File: config.mk
export PLATFORM = sky130hd
export DESIGN_NAME = timer_and_interrupt_controller
export DESIGN_NICKNAME = d
export VERILOG_FILES = /design/src/hw/rtl/tic_pkg.sv /design/src/hw/rtl/timer_and_interrupt_controller.sv
export SDC_FILE = /design/constraint.sdc
export NUM_CORES = 1
export LEC_CHECK = 0
export ABC_AREA = 1
export BUFFER_PORTS_ARGS = -buffer_cell sky130_fd_sc_hd__buf_4
export CAP_MARGIN = 20
export CORE_MARGIN = 2
export CORE_UTILIZATION = 50
export CTS_CLUSTER_DIAMETER = 50
export DETAILED_ROUTE_END_ITERATION = 8
export GPL_TIMING_DRIVEN = 0
export PLACE_DENSITY = 0.71
export SLEW_MARGIN = 15
export SYNTH_ARGS = -nofsm -noshare
export SYNTH_HDL_FRONTEND = slang
export SYNTH_SLANG_ARGS = --single-unit
File: constraint.sdc
create_clock -name clk -period 2.51 [get_ports clk]
set_input_delay 0.502 -clock clk [delete_from_list [all_inputs] [get_ports clk]]
set_output_delay 0.502 -clock clk [all_outputs]
set_load 0.02 [all_outputs]
File: src/hw/rtl/tic_pkg.sv
`timescale 1ns / 1ps
// ----------------------------------------------------------------------------
// Timer and interrupt controller package
// Word types, operation and register codes, and prescale period lookup.
// ----------------------------------------------------------------------------
package tic_pkg;

  typedef enum logic [1:0] {
    OP_TICK    = 2'd0,
    OP_READ    = 2'd1,
    OP_WRITE   = 2'd2,
    OP_SERVICE = 2'd3
  } op_t;

  localparam logic [2:0] REG_COUNT   = 3'd0;
  localparam logic [2:0] REG_MODULO  = 3'd1;
  localparam logic [2:0] REG_CONTROL = 3'd2;
  localparam logic [2:0] REG_FLAGS   = 3'd3;
  localparam logic [2:0] REG_ENABLE  = 3'd4;

  localparam int unsigned RUN_BIT_POS   = 2;
  localparam logic [7:0]  TIMER_FLAG    = 8'h04;
  localparam logic [7:0]  UNMAPPED_READ = 8'hFF;
  localparam logic [7:0]  VECTOR_BASE   = 8'h40;
  localparam int unsigned NUM_SOURCES   = 5;

  typedef struct packed {
    op_t        op;
    logic [2:0] reg_sel;
    logic [7:0] write_value;
    logic [7:0] elapsed_cycles;
    logic [4:0] irq_raise;
    logic       master_enable;
  } in_word_t;

  typedef struct packed {
    logic [7:0] read_value;
    logic       vector_valid;
    logic [7:0] vector_address;
    logic       wake;
  } out_word_t;

  // Prescale period selected by the low two control bits.
  function automatic logic [8:0] prescale_period(input logic [1:0] sel);
    logic [8:0] p;
    case (sel)
      2'd0:    p = 9'd256;
      2'd1:    p = 9'd4;
      2'd2:    p = 9'd16;
      default: p = 9'd64;
    endcase
    return p;
  endfunction

endpackage

File: src/hw/rtl/timer_and_interrupt_controller.sv
`timescale 1ns / 1ps
// ----------------------------------------------------------------------------
// Timer and interrupt controller
// Prescaled timer with modulo reload, interrupt flags and fixed-priority
// vector dispatch, run by a small sequencer around one shared prescale adder.
// ----------------------------------------------------------------------------
//
//   Channel | Direction | Handshake            | Word
//   --------+-----------+----------------------+----------------------------
//   in_     | input     | in_valid / in_ready  | tic_pkg::in_word_t
//   out_    | output    | out_valid / out_ready| tic_pkg::out_word_t
//
// Read, write and service words go straight to the result state; the result
// is loaded into the output register once it is free. A tick with the timer
// running adds the elapsed count, then drains whole prescale periods (at most
// 127): the shared 9-bit adder/subtractor removes one period and the counter
// steps once per cycle. A stopped-timer tick goes straight to the result
// state. Reset (rst_n, synchronous, active low) clears all timer and interrupt
// registers and the sequencer. One word is worked on at a time; the output
// register lets the next word be accepted while a result waits to be taken.
module timer_and_interrupt_controller (
  input  logic               clk,
  input  logic               rst_n,
  input  logic               in_valid,
  output logic               in_ready,
  input  tic_pkg::in_word_t  in_data,
  output logic               out_valid,
  input  logic               out_ready,
  output tic_pkg::out_word_t out_data
);

  typedef enum logic [1:0] {
    ST_IDLE,
    ST_DRAIN,
    ST_RESULT
  } state_t;

  state_t             state_r, state_nxt;
  logic [8:0]         prescale_r, prescale_nxt;
  logic [8:0]         period_r, period_nxt;
  logic [7:0]         count_r, count_nxt;
  logic [7:0]         modulo_r, modulo_nxt;
  logic [7:0]         control_r, control_nxt;
  logic [7:0]         flags_r, flags_nxt;
  logic [7:0]         enable_r, enable_nxt;
  tic_pkg::out_word_t res_r, res_nxt;
  tic_pkg::out_word_t out_data_r, out_data_nxt;
  logic               out_valid_r, out_valid_nxt;

  logic               accept;
  logic               slot_free;
  logic               alu_sub;
  logic [8:0]         alu_b;
  logic [9:0]         alu_res;
  logic               period_due;
  logic [7:0]         count_inc;
  logic [4:0]         pending_ready;
  logic               irq_found;
  logic [2:0]         irq_idx;

  assign accept    = in_valid && in_ready;
  assign slot_free = !out_valid_r || out_ready;
  assign in_ready  = (state_r == ST_IDLE);
  assign out_valid = out_valid_r;
  assign out_data  = out_data_r;

  // The one shared unit: adds elapsed cycles on acceptance, then removes
  // one prescale period per cycle while draining. The tenth bit is the borrow.
  assign alu_sub = (state_r == ST_DRAIN);
  assign alu_b   = alu_sub ? period_r : {1'b0, in_data.elapsed_cycles};
  assign alu_res = alu_sub ? ({1'b0, prescale_r} - {1'b0, alu_b})
                           : ({1'b0, prescale_r} + {1'b0, alu_b});
  assign period_due = alu_sub && !alu_res[9];
  assign count_inc  = count_r + 8'd1;

  // Lowest pending and enabled source wins.
  assign pending_ready = flags_r[4:0] & enable_r[4:0];
  always_comb begin
    irq_found = 1'b0;
    irq_idx   = '0;
    for (int b = tic_pkg::NUM_SOURCES - 1; b >= 0; b--) begin
      if (pending_ready[b]) begin
        irq_found = 1'b1;
        irq_idx   = 3'(b);
      end
    end
  end

  always_comb begin
    state_nxt     = state_r;
    prescale_nxt  = prescale_r;
    period_nxt    = period_r;
    count_nxt     = count_r;
    modulo_nxt    = modulo_r;
    control_nxt   = control_r;
    flags_nxt     = flags_r;
    enable_nxt    = enable_r;
    res_nxt       = res_r;
    out_data_nxt  = out_data_r;
    out_valid_nxt = out_valid_r;

    if (out_valid_r && out_ready) begin
      out_valid_nxt = 1'b0;
    end

    unique case (state_r)
      ST_IDLE: begin
        if (accept) begin
          res_nxt   = '0;
          state_nxt = ST_RESULT;
          unique case (in_data.op)
            tic_pkg::OP_TICK: begin
              flags_nxt = flags_r | {3'b000, in_data.irq_raise};
              if (control_r[tic_pkg::RUN_BIT_POS]) begin
                prescale_nxt = alu_res[8:0];
                period_nxt   = tic_pkg::prescale_period(control_r[1:0]);
                state_nxt    = ST_DRAIN;
              end
            end
            tic_pkg::OP_READ: begin
              unique case (in_data.reg_sel)
                tic_pkg::REG_COUNT:   res_nxt.read_value = count_r;
                tic_pkg::REG_MODULO:  res_nxt.read_value = modulo_r;
                tic_pkg::REG_CONTROL: res_nxt.read_value = control_r;
                tic_pkg::REG_FLAGS:   res_nxt.read_value = flags_r;
                tic_pkg::REG_ENABLE:  res_nxt.read_value = enable_r;
                default:              res_nxt.read_value = tic_pkg::UNMAPPED_READ;
              endcase
            end
            tic_pkg::OP_WRITE: begin
              unique case (in_data.reg_sel)
                tic_pkg::REG_COUNT:   count_nxt   = in_data.write_value;
                tic_pkg::REG_MODULO:  modulo_nxt  = in_data.write_value;
                tic_pkg::REG_CONTROL: control_nxt = in_data.write_value;
                tic_pkg::REG_FLAGS:   flags_nxt   = in_data.write_value;
                tic_pkg::REG_ENABLE:  enable_nxt  = in_data.write_value;
                default: ;
              endcase
            end
            default: begin
              if (!in_data.master_enable) begin
                res_nxt.wake = |flags_r[4:0];
              end else if (irq_found) begin
                flags_nxt[irq_idx]     = 1'b0;
                res_nxt.vector_valid   = 1'b1;
                res_nxt.wake           = 1'b1;
                res_nxt.vector_address = tic_pkg::VECTOR_BASE + {2'b00, irq_idx, 3'b000};
              end
            end
          endcase
        end
      end

      ST_DRAIN: begin
        if (period_due) begin
          prescale_nxt = alu_res[8:0];
          if (count_inc == 8'd0) begin
            count_nxt = modulo_r;
            flags_nxt = flags_r | tic_pkg::TIMER_FLAG;
          end else begin
            count_nxt = count_inc;
          end
        end else begin
          state_nxt = ST_RESULT;
        end
      end

      ST_RESULT: begin
        if (slot_free) begin
          out_data_nxt  = res_r;
          out_valid_nxt = 1'b1;
          state_nxt     = ST_IDLE;
        end
      end

      default: state_nxt = ST_IDLE;
    endcase
  end

  always_ff @(posedge clk) begin
    if (!rst_n) begin
      state_r     <= ST_IDLE;
      prescale_r  <= '0;
      count_r     <= '0;
      modulo_r    <= '0;
      control_r   <= '0;
      flags_r     <= '0;
      enable_r    <= '0;
      out_valid_r <= 1'b0;
    end else begin
      state_r     <= state_nxt;
      prescale_r  <= prescale_nxt;
      count_r     <= count_nxt;
      modulo_r    <= modulo_nxt;
      control_r   <= control_nxt;
      flags_r     <= flags_nxt;
      enable_r    <= enable_nxt;
      out_valid_r <= out_valid_nxt;
    end
    period_r   <= period_nxt;
    res_r      <= res_nxt;
    out_data_r <= out_data_nxt;
  end

  // Non-tick words, and ticks with the timer stopped, go straight to the result.
  a_direct_result: assert property (@(posedge clk) disable iff (!rst_n)
    accept && (in_data.op != tic_pkg::OP_TICK || !control_r[tic_pkg::RUN_BIT_POS])
    |=> state_r == ST_RESULT)
    else $error("direct word did not reach the result state");

  // Each drain step removes exactly one period from the prescale count.
  a_drain_step: assert property (@(posedge clk) disable iff (!rst_n)
    state_r == ST_DRAIN && period_due
    |=> prescale_r == $past(prescale_r - period_r))
    else $error("drain step did not remove one period");

  // The drain only ends when less than one period remains.
  a_drain_exit: assert property (@(posedge clk) disable iff (!rst_n)
    state_r == ST_DRAIN && !period_due |-> prescale_r < period_r)
    else $error("drain stopped with a whole period left");

  // A dispatched vector always wakes the CPU and lies in the vector range.
  a_vector_wake: assert property (@(posedge clk) disable iff (!rst_n)
    out_valid && out_data.vector_valid
    |-> out_data.wake && out_data.vector_address >= 8'h40 &&
        out_data.vector_address <= 8'h60)
    else $error("dispatched vector without wake or out of range");

  // A result is only loaded when the output register is free.
  a_no_overwrite: assert property (@(posedge clk) disable iff (!rst_n)
    out_valid_r && !out_ready |=> out_valid_r && $stable(out_data_r))
    else $error("pending result overwritten");

endmodule

Word level (Yosys, flattened, before mapping). Index checks and enable logic that the tools add are counted. Widths: inputs -> output; s select.

Memories: 0. RAM bits: 0. ROM bits: 0. Logic and storage cells: 132. Flip-flop bits (word level): 97. Bits of input ports: 31. Latch bits: 0.

Div/mod/pow operators: 0. Shifts and indexed selects: 0. Bitwise logic cells: 8. Order comparisons: 2. Multipliers: 0. Reduce and logical (&&, ||, !) cells: 30. Add/sub/neg operators: 4. Eq/ne operators: 24. Multiplexer cells: 46.

Operators by type and width (count): $mux 8 (9); $mux 9 (5); $pmux 8 s5 (1); $pmux 8 s2 (2); $pmux 9 s3 (1); $pmux 8 s3 (1); $mux 3 (7); $mux 10 (2); $pmux 9 s2 (1); $ne 2x1->1 const B (8); $reduce_and 4->1 (4); $add 9x9->10 (1); $mux 1 (10); $mux 2 (5); $reduce_and 5->1 (2); $reduce_or 5->1 (2); $sub 9x9->10 (1); $add 7x6->8 const A (1); $add 8x1->8 const B (1); $and 8x8->8 (1); $logic_not 8->1 (1); $ne 4x1->1 const B (2); $not 8->8 (1); $or 8x5->8 (1); 26 further kinds (44).

Longest topological paths before layout.
Depth in word-level cells: 17. Mapped depth: 21. Gate-level depth less buffers: 21.

Worst setup path after synthesis. OpenSTA, ideal clock, no wires.

Kind: reg-to-reg. From: reg state_r[0]. To: reg prescale_r[8]. Required time: 2393 ps. Path buffers: 2. Arrival time: 2582 ps. Stages on the path, launching flop included: 20. Path slack: -189 ps. Period minus slack after synthesis: 2699 ps. Setup time: 117 ps. Cell sequence: dfxtp_1 > inv_2 > nor2_4 > buf_2 > nand2_1 > nand2_1 > nor2_1 > nand2_1 > a21boi_0 > o21ai_1 > ha_1 > nand2_1 > nand2_1 > a21oi_1 > nand3_1 > a21oi_2 > inv_2 > buf_6 > o21ai_0 > nor2_1.

Cells in the longest elaborated chain, start to end: 8. Elaborated cells between the ends (all ways): 20. Those cells by class: add/sub: 2; eq/ne: 5; mux: 7; reduce/logical: 6.

RTL lines: start: declaration (line timer_and_interrupt_controller.sv:38) `state_t state_r, state_nxt;`; start signal: assignment (line timer_and_interrupt_controller.sv:191) `state_r <= state_nxt;`; $eq 2x1->1 (line timer_and_interrupt_controller.sv:69, timer_and_interrupt_controller.sv:106); $mux 9 (line timer_and_interrupt_controller.sv:70) `assign alu_b = alu_sub ? period_r : {1'b0, in_data.elapsed_cycles};`; $add 9x9->10 / $sub 9x9->10 (equally long branches) (line timer_and_interrupt_controller.sv:72, timer_and_interrupt_controller.sv:71); $mux 10 (line timer_and_interrupt_controller.sv:71) `assign alu_res = alu_sub ? ({1'b0, prescale_r} - {1'b0, alu_b})`; $mux 9 / $logic_not 1->1 (equally long branches) (line timer_and_interrupt_controller.sv:114, timer_and_interrupt_controller.sv:73); $mux 9 / $logic_and 1x1->1 (equally long branches) (line timer_and_interrupt_controller.sv:111, timer_and_interrupt_controller.sv:73); $mux 9 / $ne 2x1->1 (equally long branches); $pmux 9 s2 / $reduce_and 5->1 (equally long branches); end signal: assignment (line timer_and_interrupt_controller.sv:192) `prescale_r <= prescale_nxt;`; end: declaration (line timer_and_interrupt_controller.sv:39) `logic [8:0] prescale_r, prescale_nxt;`.

Parallel ways exist; a longest one is shown, timed or not. The select of a mux whose other input is x is not followed. A chain may end at the register's enable or synchronous reset.

Final worst setup path.
From: reg state_r[0]. To: reg count_r[1].

Cells in the longest elaborated chain, start to end: 8. Elaborated cells between the ends (all ways): 16. Those cells by class: add/sub: 2; eq/ne: 5; mux: 3; reduce/logical: 6.

RTL lines: $eq 2x1->1 (line timer_and_interrupt_controller.sv:69, timer_and_interrupt_controller.sv:106); $mux 9 (line timer_and_interrupt_controller.sv:70); $add 9x9->10 / $sub 9x9->10 (equally long branches) (line timer_and_interrupt_controller.sv:72, timer_and_interrupt_controller.sv:71); $mux 10 (line timer_and_interrupt_controller.sv:71); $logic_not 1->1 (line timer_and_interrupt_controller.sv:73) `assign period_due = alu_sub && !alu_res[9];`; $logic_and 1x1->1 (line timer_and_interrupt_controller.sv:73); $ne 2x1->1 (no source line); $reduce_and 5->1 (no source line); end signal: assignment (line timer_and_interrupt_controller.sv:193) `count_r <= count_nxt;`; end: declaration (line timer_and_interrupt_controller.sv:41) `logic [7:0] count_r, count_nxt;`.

Parallel ways exist; a longest one is shown, timed or not.

==> flow_metrics.tcl <==
set metrics [dict create \
    result_of_the_run "complete, but fails checks" \
    failed_checks "negative setup slack" \
    cap_viol_max_count 0 \
    nNetsFinal 716 \
    first_global_vias 3991 \
    synthCells 595 \
    synth_flop_cell "dfxtp_1" \
    final_layout_size_suffix_gt1_share_pct 22.2 \
    cp-startpoint "state_r[0]" \
    cts.path.max_buffers 2 \
    skew_ns 0.0128 \
    fin_worst_hold_slack_ns 0.424 \
    synth.yosys.warnings 0 \
    r2r.worst_path.cells 20 \
    effective_utilization_at_floorplan_pct 51.1 \
    total_wire_length_mm 12.8 \
    min_to "out_data[10]" \
    postCtsHoldBufs 0 \
    dp_hpwl_mm 9.41 \
    r2r-start "state_r[0]" \
    floorplan.io_pins 51 \
    maximum_number_of_pins_on_one_net_before_global_route_repair 19 \
    via_count 4409 \
    slew_viol_final 0 \
    ys_seq_area_share_pct 42.8 \
    final.setup.worst_slack_ns -0.390 \
    finalCritPeriodShare_pct 116 \
    postSynthRegisterBits 84 \
    drt_drc_violations_left 0 \
    worst_slew_pin_slew_ns 0.655 \
    most-common-layout-cells "nand2_1 (116), inv_1 (66), buf_4 (64)" \
    rows 35 \
    htree_levels 3 \
    edff_count_synth 32 \
    gp_routability_congestion 0.912 \
    timing.final.setup_violations 20 \
    postSynthAreaPerCell_um2 7.85 \
    clock_power_share_pct 35.0 \
    clk_transition_reported_paths_ns 0.10 \
    quantity_of_i_o_buffers_inserted_on_ports 43 \
    proportion_of_synthesized_flip_flops_having_asynchronous_set_or_reset_pct 0 \
    drt-vias-per-instance 5.61 \
    final_common_cell "nand2_1" \
    antenna_found_initial 0 \
    critPathMaxFanout 10 \
    grt_usage_pct 25.4 \
    area_delta_synth_final_pct 21.6 \
    numClockSinks 84 \
    die_height_um 101 \
    r2r-end "count_r[1]" \
    internal-power_uw 1980 \
    startpoint_type "flop" \
    p_sw_share_pct 29.1 \
    power_uw 2790 \
    hold_viol 0 \
    worst_ep_required_time_ns 2.76 \
    detail_route.wl_per_cell_um 16.3 \
    tritoncts "built" \
    reg2reg_setup_slack_ns -0.39 \
    timing.critical_path.arrival_ns 3.15 \
    chipWidth_um 101 \
    instances_no_fill 786 \
    power.share.sequential_pct 52.7 \
    drt_iter0_markers 317 \
    leakage_uw 0.00242 \
    1st_pass_router_iterations 5 \
    path_class "reg -> reg" \
    clkLatencyLatePin_ns 0.37 \
    yosysUniqueCellTypes 50 \
    switching_power_uw 813 \
    unrepaired_setup_endpoints_after_global_routing "yes" \
    fin_util_pct 62.1 \
    global_route_wire_length_before_repair_mm 20.0 \
    period_needed_ns 2.90 \
    end_kind "flop" \
    gr-total-overflow 0 \
    cts_root_buffer_type "clkbuf_8" \
    die_area_um2 10100 \
    detail-route-antenna-nets 0 \
    slew_limit_headroom_pct 55.9 \
    combPwrFrac_pct 12.3 \
    min_delay_path_depth 0 \
    dp_cells 753 \
    area_of_the_mapped_netlist_um2 4670 \
    worstHoldPathType "reg -> reg" \
    irDropWorstVdd_mv 0.265 \
    antenna_cells 0 \
    cts-buffers-inserted 9 \
    pwr_density_cell_nw_per_um2 491 \
    hold_path_startpoint "res_r[10]" \
    core-area_um2 9150 \
    clock.fmax_mhz 345 \
]
-- state kept, by name, indices dropped and copies added, names as in the netlist --
signal	cells
prescale_r	9
res_r	14
out_valid	1
control_r	8
enable_r	8
flags_r	8
period_r	4
modulo_r	8
count_r	8
out_data	14
state_r	2
-- stage by stage --
step | area (um^2) | setup TNS (ns) | setup slack [ns]
after detailed placement | 5180 | -10.14 | -0.683
after global routing | 5680 | -10.76 | -0.604
after CTS | 5530 | -5.68 | -0.373
after global placement | 5160 | -8.91 | -0.628
after floorplan | 4700 | -0.650 | -0.126
final | 5680 | -6.42 | -0.390
-- what timing repair did --
item,in CTS,in global routing
pin swaps,12,14
cloned,1,1
resized for setup,30,18
setup endpoints to repair,20,20
buffers inserted,8,7
-- cell families (layout without fill, tap and decap cells) --
| family | Yosys count | count (layout) | share of synthesized area, % |
|---|---|---|---|
| AND/OR/NAND/NOR | 227 | 227 | 22.6 |
| AO/OA/AOI/OAI | 164 | 164 | 19.7 |
| buffers and inverters | 96 | 173 | 9.10 |
| flip-flops | 84 | 84 | 42.8 |
| adder cells (fa/ha/maj) | 15 | 15 | 4.18 |
| XOR/XNOR | 8 | 8 | 1.50 |
| other | 1 | 4 | 0.0802 |
-- cells in the mapped netlist (all sizes together), types with 8 or more instances --
cell / instances / area (um^2)
nand2: 124 / 478
inv: 73 / 274
a21oi: 66 / 338
o21ai: 62 / 318
dfxtp: 52 / 1040
nor2: 49 / 257
edfxtp: 32 / 961
nand3: 27 / 140
nand4: 17 / 106
ha: 14 / 175
buf: 13 / 111
a31oi: 8 / 50.1
clkbuf: 8 / 31.3
-- power by group through the flow --
stage          Sequential (uW)  Combinational (uW)  Clock (uW)
2_1_floorplan             1510                 187           0
3_3_place_gp              1500                 310           0
3_5_place_dp              1500                 317           0
4_1_cts                   1470                 326         984
5_1_grt                   1480                 373        1050
6_report                  1470                 344         976
-- how the worst max path moves through the flow --
stage                    endpoint  slack, ns  depth (start not counted)
floorplan           prescale_r[8]      -0.13                         20
finish                 count_r[1]      -0.39                         20
CTS                 prescale_r[8]      -0.37                         19
global route           count_r[2]      -0.60                         21
detailed placement  prescale_r[8]      -0.68                         17
global placement    prescale_r[8]      -0.63                         17
-- layer usage --
metal | GRT usage, % | wire length [um] | up-vias
li1 | - | - | 2175
met1 | 34.3 | 5670 | 2080
met5 | 0 | 0 | -
met2 | 42.8 | 6220 | 146
met4 | 6.11 | 128 | 0
met3 | 4.23 | 806 | 8
-- layout make-up --
type	count	area, um^2
Clock inverter	7	76.3
Clock buffer	9	124
Fill cell	808	3470
Multi-Input combinational cell	418	2410
Inverter	75	290
Sequential cell	84	2010
Tap cell	111	139
Timing Repair Buffer	61	483
Buffer	21	155
-- critical path, cell delays in order, from the launching register on --
cell     delay, ns
dfxtp_4       0.36
inv_2         0.04
nor2_4        0.17
inv_4         0.08
buf_4         0.14
buf_2         0.20
nand2_1       0.15
xor2_1        0.22
ha_1          0.31
nand2_1       0.10
inv_1         0.06
nand2_1       0.06
nand2_1       0.06
nand2_1       0.07
nand3_2       0.13
buf_4         0.17
nand2_4       0.10
nand2_8       0.08
buf_6         0.14
o21ai_1       0.11
a21oi_1       0.05
Note: power is estimated with default switching activity, not from simulation.
